`config.mk`:
```
export PLATFORM = sky130hd
export DESIGN_NAME = lru_key_value_cache
export DESIGN_NICKNAME = d
export VERILOG_FILES = /design/src/hdl/lkv_pkg.sv /design/src/hdl/lkv_cfg.sv /design/src/hdl/lkv_store.sv /design/src/hdl/lru_key_value_cache.sv
export SDC_FILE = /design/constraint.sdc
export NUM_CORES = 2
export LEC_CHECK = 0
export ABC_CLOCK_PERIOD_IN_PS = 7000
export BUFFER_PORTS_ARGS = -buffer_cell sky130_fd_sc_hd__clkbuf_2
export CORE_UTILIZATION = 50
export DETAILED_ROUTE_END_ITERATION = 10
export PLACE_DENSITY = 0.7
export SLEW_MARGIN = 20
export SYNTH_ARGS = -nofsm -noshare
export SYNTH_HDL_FRONTEND = slang
export SYNTH_SLANG_ARGS = --single-unit
export TNS_END_PERCENT = 100
```
`constraint.sdc`:
```
create_clock -name clk -period 7 [get_ports clk]
set_input_delay 0.7 -clock clk [delete_from_list [all_inputs] [get_ports clk]]
set_output_delay 0.7 -clock clk [all_outputs]
set_load 0.005 [all_outputs]
```
`src/hdl/lkv_pkg.sv`:
```
// Shared types and constants for the LRU key/value cache.
// Used by lkv_cfg, lkv_store and lru_key_value_cache; depends on nothing.
package lkv_pkg;

  localparam int KEY_W               = 32;
  localparam int VALUE_W             = 32;
  localparam int CAP_W               = 5;
  localparam int MAX_ENTRIES_DEFAULT = 16;

  localparam logic [CAP_W-1:0]   CAPACITY_RESET = CAP_W'(16);
  localparam logic [VALUE_W-1:0] MISS_VALUE     = '1;
  localparam logic [VALUE_W-1:0] STORE_VALUE    = '0;

  typedef enum logic {
    REQ_LOOKUP = 1'b0,
    REQ_STORE  = 1'b1
  } req_kind_t;

  typedef struct packed {
    req_kind_t          kind;
    logic [KEY_W-1:0]   key;
    logic [VALUE_W-1:0] value;
  } lkv_req_t;

  typedef struct packed {
    logic               hit;
    logic [VALUE_W-1:0] read_value;
  } lkv_rsp_t;

endpackage

```
`src/hdl/lkv_cfg.sv`:
```
// Capacity register with its write port and the saturated effective capacity.
// Depends on lkv_pkg.
module lkv_cfg #(
  parameter int MAX_ENTRIES = lkv_pkg::MAX_ENTRIES_DEFAULT
) (
  input  logic                               clk,
  input  logic                               rst,
  input  logic                               wr_valid,
  output logic                               wr_ready,
  input  logic [lkv_pkg::CAP_W-1:0]          wr_data,
  output logic [$clog2(MAX_ENTRIES + 1)-1:0] eff_cap
);
  import lkv_pkg::*;

  localparam int OCC_W = $clog2(MAX_ENTRIES + 1);
  localparam int CMP_W = (OCC_W > CAP_W) ? OCC_W : CAP_W;

  logic [CAP_W-1:0] capacity;
  logic [CMP_W-1:0] cap_ext;
  logic [CMP_W-1:0] max_ext;
  logic [CMP_W-1:0] eff_ext;

  // Writes must arrive only while the block is idle; the block does not enforce this. The port is always ready.
  assign wr_ready = 1'b1;

  always_ff @(posedge clk) begin
    if (rst) begin
      capacity <= CAPACITY_RESET;
    end else if (wr_valid && wr_ready) begin
      capacity <= wr_data;
    end
  end

  // A capacity of zero behaves as one; anything above the store size saturates.
  always_comb begin
    cap_ext = CMP_W'(capacity);
    max_ext = CMP_W'(MAX_ENTRIES);
    if (cap_ext == '0) begin
      eff_ext = CMP_W'(1);
    end else if (cap_ext > max_ext) begin
      eff_ext = max_ext;
    end else begin
      eff_ext = cap_ext;
    end
    eff_cap = OCC_W'(eff_ext);
  end

endmodule

```
`src/hdl/lkv_store.sv`:
```
// Entry storage with parallel key compare, recency ranks and replacement.
// Depends on lkv_pkg; state changes at the edge on which a request is processed.
module lkv_store #(
  parameter int MAX_ENTRIES = lkv_pkg::MAX_ENTRIES_DEFAULT
) (
  input  logic                               clk,
  input  logic                               rst,
  input  logic                               fire,
  input  lkv_pkg::lkv_req_t                  req,
  input  logic [$clog2(MAX_ENTRIES + 1)-1:0] eff_cap,
  output lkv_pkg::lkv_rsp_t                  rsp
);
  import lkv_pkg::*;

  localparam int OCC_W  = $clog2(MAX_ENTRIES + 1);
  localparam int RANK_W = (MAX_ENTRIES > 1) ? $clog2(MAX_ENTRIES) : 1;

  logic [KEY_W-1:0]       keys   [MAX_ENTRIES];
  logic [VALUE_W-1:0]     values [MAX_ENTRIES];
  logic [MAX_ENTRIES-1:0] valid;
  logic [RANK_W-1:0]      rank   [MAX_ENTRIES];
  logic [OCC_W-1:0]       occ;

  logic [MAX_ENTRIES-1:0] valid_next;
  logic [RANK_W-1:0]      rank_next [MAX_ENTRIES];
  logic [OCC_W-1:0]       occ_next;

  logic [MAX_ENTRIES-1:0] match;
  logic [MAX_ENTRIES-1:0] victim;
  logic [MAX_ENTRIES-1:0] victim_one;
  logic [MAX_ENTRIES-1:0] free_one;
  logic [MAX_ENTRIES-1:0] ins;
  logic [MAX_ENTRIES-1:0] key_we;
  logic [MAX_ENTRIES-1:0] val_we;
  logic [VALUE_W-1:0]     hit_value;
  logic [RANK_W-1:0]      hit_rank;
  logic                   hit;
  logic                   is_store;
  logic                   use_victim;

  always_comb begin
    hit_value = '0;
    hit_rank  = '0;
    for (int i = 0; i < MAX_ENTRIES; i++) begin
      match[i]  = valid[i] && (keys[i] == req.key);
      // Ranks of valid entries are unique, so the oldest holds occupancy minus one.
      victim[i] = valid[i] && (OCC_W'(rank[i]) == (occ - OCC_W'(1)));
      hit_value = hit_value | (match[i] ? values[i] : '0);
      hit_rank  = hit_rank | (match[i] ? rank[i] : '0);
    end
    hit        = |match;
    is_store   = (req.kind == REQ_STORE);
    victim_one = victim & (~victim + MAX_ENTRIES'(1));
    free_one   = ~valid & (valid + MAX_ENTRIES'(1));
    use_victim = (occ >= eff_cap) && (|victim);
    ins        = use_victim ? victim_one : free_one;
  end

  always_comb begin
    valid_next = valid;
    occ_next   = occ;
    rank_next  = rank;
    key_we     = '0;
    val_we     = '0;
    if (fire) begin
      if (hit) begin
        for (int i = 0; i < MAX_ENTRIES; i++) begin
          if (match[i]) begin
            rank_next[i] = '0;
          end else if (valid[i] && (rank[i] < hit_rank)) begin
            rank_next[i] = rank[i] + RANK_W'(1);
          end
        end
        val_we = is_store ? match : '0;
      end else if (is_store && (|ins)) begin
        for (int i = 0; i < MAX_ENTRIES; i++) begin
          if (ins[i]) begin
            rank_next[i] = '0;
          end else if (valid[i]) begin
            rank_next[i] = rank[i] + RANK_W'(1);
          end
        end
        valid_next = valid | ins;
        key_we     = ins;
        val_we     = ins;
        if (!use_victim) begin
          occ_next = occ + OCC_W'(1);
        end
      end
    end
  end

  always_comb begin
    rsp.hit = hit;
    if (is_store) begin
      rsp.read_value = STORE_VALUE;
    end else if (hit) begin
      rsp.read_value = hit_value;
    end else begin
      rsp.read_value = MISS_VALUE;
    end
  end

  always_ff @(posedge clk) begin
    if (rst) begin
      valid <= '0;
      occ   <= '0;
      for (int i = 0; i < MAX_ENTRIES; i++) begin
        rank[i] <= '0;
      end
    end else begin
      valid <= valid_next;
      occ   <= occ_next;
      rank  <= rank_next;
    end
  end

  always_ff @(posedge clk) begin
    for (int i = 0; i < MAX_ENTRIES; i++) begin
      if (key_we[i]) begin
        keys[i] <= req.key;
      end
      if (val_we[i]) begin
        values[i] <= req.value;
      end
    end
  end

endmodule

```
`src/hdl/lru_key_value_cache.sv`:
```
// Top level of the fully associative LRU key/value cache.
// Depends on lkv_pkg, lkv_cfg and lkv_store.
//
//   Channel   Direction  Handshake                         Payload
//   request   in         in_valid / in_stall               req_type, key, value
//   response  out        out_valid / out_stall             hit, read_value
//   capacity  in         capacity_valid / capacity_ready   capacity
//
// One request is taken every clock cycle when the response side is not stalled.
// A request is registered in the request stage on acceptance and its response is
// then registered in the output register once that register is free.
// The key compare, rank update and replacement all sit between those two
// registers; the entry state is updated on the edge that loads the output register.
// Synchronous reset clears the valid bits, ranks, occupancy and both stages,
// and sets the capacity to sixteen; no clearing pass is needed.
// While the output register is full and stalled, the request stage holds and
// in_stall is raised as soon as that stage is occupied.
module lru_key_value_cache #(
  parameter int MAX_ENTRIES = lkv_pkg::MAX_ENTRIES_DEFAULT
) (
  input  logic                                clk,
  input  logic                                rst,
  // Request channel.
  input  logic                                in_valid,
  output logic                                in_stall,
  input  logic                                req_type,
  input  logic signed [lkv_pkg::KEY_W-1:0]    key,
  input  logic signed [lkv_pkg::VALUE_W-1:0]  value,
  // Response channel.
  output logic                                out_valid,
  input  logic                                out_stall,
  output logic                                hit,
  output logic signed [lkv_pkg::VALUE_W-1:0]  read_value,
  // Capacity register write channel.
  input  logic                                capacity_valid,
  output logic                                capacity_ready,
  input  logic [lkv_pkg::CAP_W-1:0]           capacity
);
  import lkv_pkg::*;

  localparam int OCC_W = $clog2(MAX_ENTRIES + 1);

  logic             s1_valid;
  lkv_req_t         s1_req;
  logic             accept_in;
  logic             out_busy;
  logic             advance;
  lkv_rsp_t         rsp;
  logic [OCC_W-1:0] eff_cap;

  // The output register is busy when it holds a response the sink refuses.
  assign out_busy  = out_valid && out_stall;
  // The request stage moves into the output register whenever that is free,
  // and the entry state is updated on the same edge.
  assign advance   = s1_valid && !out_busy;
  assign in_stall  = s1_valid && out_busy;
  assign accept_in = in_valid && !in_stall;

  lkv_cfg #(
    .MAX_ENTRIES(MAX_ENTRIES)
  ) u_cfg (
    .clk      (clk),
    .rst      (rst),
    .wr_valid (capacity_valid),
    .wr_ready (capacity_ready),
    .wr_data  (capacity),
    .eff_cap  (eff_cap)
  );

  lkv_store #(
    .MAX_ENTRIES(MAX_ENTRIES)
  ) u_store (
    .clk     (clk),
    .rst     (rst),
    .fire    (advance),
    .req     (s1_req),
    .eff_cap (eff_cap),
    .rsp     (rsp)
  );

  // Request stage.
  always_ff @(posedge clk) begin
    if (rst) begin
      s1_valid <= 1'b0;
    end else if (accept_in) begin
      s1_valid <= 1'b1;
    end else if (advance) begin
      s1_valid <= 1'b0;
    end
  end

  always_ff @(posedge clk) begin
    if (accept_in) begin
      s1_req.kind  <= req_kind_t'(req_type);
      s1_req.key   <= key;
      s1_req.value <= value;
    end
  end

  // Response stage.
  always_ff @(posedge clk) begin
    if (rst) begin
      out_valid <= 1'b0;
    end else if (!out_busy) begin
      out_valid <= s1_valid;
    end
  end

  always_ff @(posedge clk) begin
    if (advance) begin
      hit        <= rsp.hit;
      read_value <= rsp.read_value;
    end
  end

  // The stage is never stalled while it is empty.
  a_stall_needs_request: assert property (
    @(posedge clk) disable iff (rst) in_stall |-> s1_valid
  ) else $error("request stage stalled while empty");

  // A request that leaves the first stage always lands in the output register.
  a_advance_fills_output: assert property (
    @(posedge clk) disable iff (rst) advance |=> out_valid
  ) else $error("processed request produced no response");

  // A held request stays put and keeps its contents.
  a_held_request_stable: assert property (
    @(posedge clk) disable iff (rst) in_stall |=> s1_valid && $stable(s1_req)
  ) else $error("held request changed while stalled");

  // A stalled response is not overwritten by a new one.
  a_no_overwrite: assert property (
    @(posedge clk) disable iff (rst) out_busy |-> !advance
  ) else $error("response register overwritten while stalled");

endmodule

```
==> results_dict.tcl <==
set metrics [dict create \
    outcome "finished clean" \
    wire_per_inst_um 28.6 \
    crit_fanout 32 \
    ctsResizeCount 0 \
    tightestPinTransition_ns 1.20 \
    syn_area_um2 51600 \
    synth_compound_area_frac 0.0887 \
    overflow 0 \
    finalHoldViolCount 0 \
    syn_inst 3461 \
    synth_nets 3575 \
    ys.flop_type "edfxtp_1" \
    die-area_um2 104000 \
    numCtsBuffers 118 \
    firstDrtPassIters 6 \
    synth_cell_types 91 \
    yosysTopAreaCellShare 0.653 \
    start_kind "flip-flop" \
    critPathKind "reg2reg" \
    crit_required_ns 7.33 \
    synth_top_family_by_area "XOR/XNOR gates" \
    worst_path_dominant_cell_family "simple AND/OR/NAND/NOR gates" \
    groute.usage.overall 0.279 \
    synth_fa_ha_area_frac 0.0109 \
    drc 0 \
    cts_sinks 1214 \
    synth-async-reset-ratio 0 \
    vdd_drop_max_mv 0.207 \
    design.portCount 111 \
    drtAntennaViolNets 0 \
    fmaxAchievable_mhz 174 \
    via_count 31927 \
    root_buffer "clkbuf_16" \
    synthMuxAreaShare 0.00160 \
    start_util 0.505 \
    cts_setup_buffers 0 \
    crit_chain "buf_4, xor2_1, nor2_1, and4_1, and3_1, nor4_1, and4_1, buf_4, o21ai_1, nor2_4, a21o_2" \
    cap_violations 0 \
    holdWs_ns 0.135 \
    synthXorXnorAreaFrac 0.0989 \
    hp-class "in2reg" \
    pwr_density_cell_nw_per_um2 254 \
    slew_viol_final 0 \
    design.core.area_um2 102000 \
    fin_worst_skew_ns 0.0303 \
    cts_max_path_buffers 3 \
    cp_slowest_cell "edfxtp_1" \
    clk_pin_slew_ns 0.06 \
    layout.cells.non_filler 5111 \
    cts_tree "done" \
    postSynthAreaPerCell_um2 14.9 \
    cp_num_buf_inv 2 \
    row_count 117 \
    grt_max_degree 80 \
    area_delta_synth_final_pct 12.1 \
    netlist_top_cells_area "edfxtp_1 65%, xnor2_1 7.9%, dfxtp_1 3.6%" \
    synth-seq-area-share 0.689 \
    slew_headroom 0.194 \
    cts.htree.levels 3 \
    clock_latency_ns 0.74 \
    setup_violations 0 \
    finalWirelength_mm 146 \
    p_total_w 0.0147 \
    synth_top_area_cell "edfxtp_1" \
    dp.cells 4894 \
    worstSetupEndpointType "flip-flop" \
    gp_congestion 1.01 \
    fill_cells 7943 \
    n_antenna_cell 0 \
    grt_pass1_vias 30170 \
    rsz0062_at_grt "no" \
    grt_pass1_wl_mm 210 \
    cp_slowest_stage_delay_ns 1.04 \
    ctsHoldBuffers 0 \
    period_needed_ns 5.75 \
    synth_seq_cells 1214 \
    drive_gt1_frac 0.131 \
    cp.arrival_ns 6.08 \
    yosys_warnings 0 \
    port_buffers 109 \
    via_per_inst 6.25 \
    tns_ns 0 \
    dp_hpwl_mm 92.7 \
    period_share 0.822 \
    die_h_um 323 \
    synth-simple-area-share 0.0847 \
    die_w_um 323 \
    nets 3761 \
    drt-initial-drc-count 4197 \
    antenna_found_initial 2 \
    synth-edff-count 1122 \
    p_leak_nw 18.5 \
]
Yosys cell counts (8+ instances only):
cell type / n
buf_1: 9
ha_1: 39
and4_1: 11
or2_2: 8
o21a_1: 34
or3_1: 12
xnor2_1: 466
a41oi_1: 33
o21ai_1: 11
a22o_1: 101
nand4_1: 192
nand3b_1: 9
clkbuf_1: 94
or4_1: 11
a221oi_1: 97
nand3_1: 58
nand2b_1: 24
nand2_1: 141
xor2_1: 81
and3_1: 73
o21ai_0: 24
xnor3_1: 11
inv_1: 72
nor2_1: 89
a22oi_1: 73
dfxtp_1: 92
buf_2: 36
nor4_1: 53
a21oi_1: 58
a21o_1: 16
nor4_2: 8
a211o_1: 18
a31oi_1: 31
nor3_1: 41
buf_6: 24
nand4b_1: 11
nor2b_1: 10
o2111ai_1: 12
edfxtp_1: 1122
a211oi_1: 11
buf_4: 29
cells by family after synthesis:
logic type,count (synthesis)
AO/OA/AOI/OAI,585
XOR/XNOR,561
adder cells (fa/ha/maj),46
buffers and inverters,268
flip-flops,1214
multiplexers,8
other,1
AND/OR/NAND/NOR,778
layout make-up:
class,instances,area (µm²),area share
clock buffers,155,3110,0.0538
well taps,1368,1710,0.0296
flip-flops and latches,1214,35500,0.615
multi-input cells,1979,14900,0.258
clock inverters,61,527,0.00911
inverters,74,278,0.00480
repair buffers,260,1770,0.0306
flip-flops by register name, summed over array words and instances (netlist names):
name,count
s1_req,65
u_store.valid,16
u_store.occ,5
u_cfg.cap_ext,5
hit,1
read_value,32
u_store.values,512
s1_valid,1
u_store.keys,512
u_store.rank,64
out_valid,1
through the flow:
step,instance area [µm²],setup slack (ns),utilization
floorplan,51600,1.29,-
global placement,54200,1.44,0.531
detailed placement,54200,1.38,0.531
CTS,57800,1.31,0.566
global route,57800,0.962,0.567
finish,57800,1.25,0.567
power by group:
part | internal [W] | total [W] | switching, W
Sequential | 0.00798 | 0.00810 | 0.000123
Clock | 0.00338 | 0.00607 | 0.00270
Combinational | 0.000200 | 0.000521 | 0.000321
metal layers:
metal  up-vias  wire, µm  track usage  part of all wire
li1      13869         -            -                 -
met1     16020     61000        0.405              0.42
met2      1732     65800        0.424              0.45
met3       304     14500       0.0488             0.099
met4         2      4640       0.0982             0.032
met5         -        13            0          0.000089
layout by cell type (no fill, tap or decap), types with 12 or more instances in the layout:
cell and n:
edfxtp_1 1122, xnor2_1 466, nand4_1 192, buf_4 144
nand2_1 130, clkbuf_16 118, clkbuf_2 108, a22o_1 101
a221oi_1 97, dfxtp_1 92, xor2_1 81, nor2_1 81
a22oi_1 73, inv_1 72, and3_1 70, nand3_1 58
a21oi_1 58, nor4_1 48, nor3_1 40, ha_1 39
clkbuf_1 35, o21a_1 34, a41oi_1 33, a31oi_1 31
clkinv_1 25, nand2b_1 24, o21ai_0 22, clkinv_2 19
a211o_1 18, a21o_1 15, o2111ai_1 12, or3_1 12
worst paths after layout:
kind	from	end	slack, ns	depth (start not counted)
hold / removal	value[6]	s1_req[6]$_DFFE_PP_	0.14	1
setup reg to reg	s1_req[37]$_DFFE_PP_	u_store.values[0][7]$_DFFE_PP_	1.25	11
setup / recovery	s1_req[37]$_DFFE_PP_	u_store.values[0][7]$_DFFE_PP_	1.25	11
hold reg to reg	s1_valid$_SDFFE_PP0P_	out_valid$_SDFFE_PP0N_	0.49	2
Note: power is estimated with default switching activity, not from simulation.
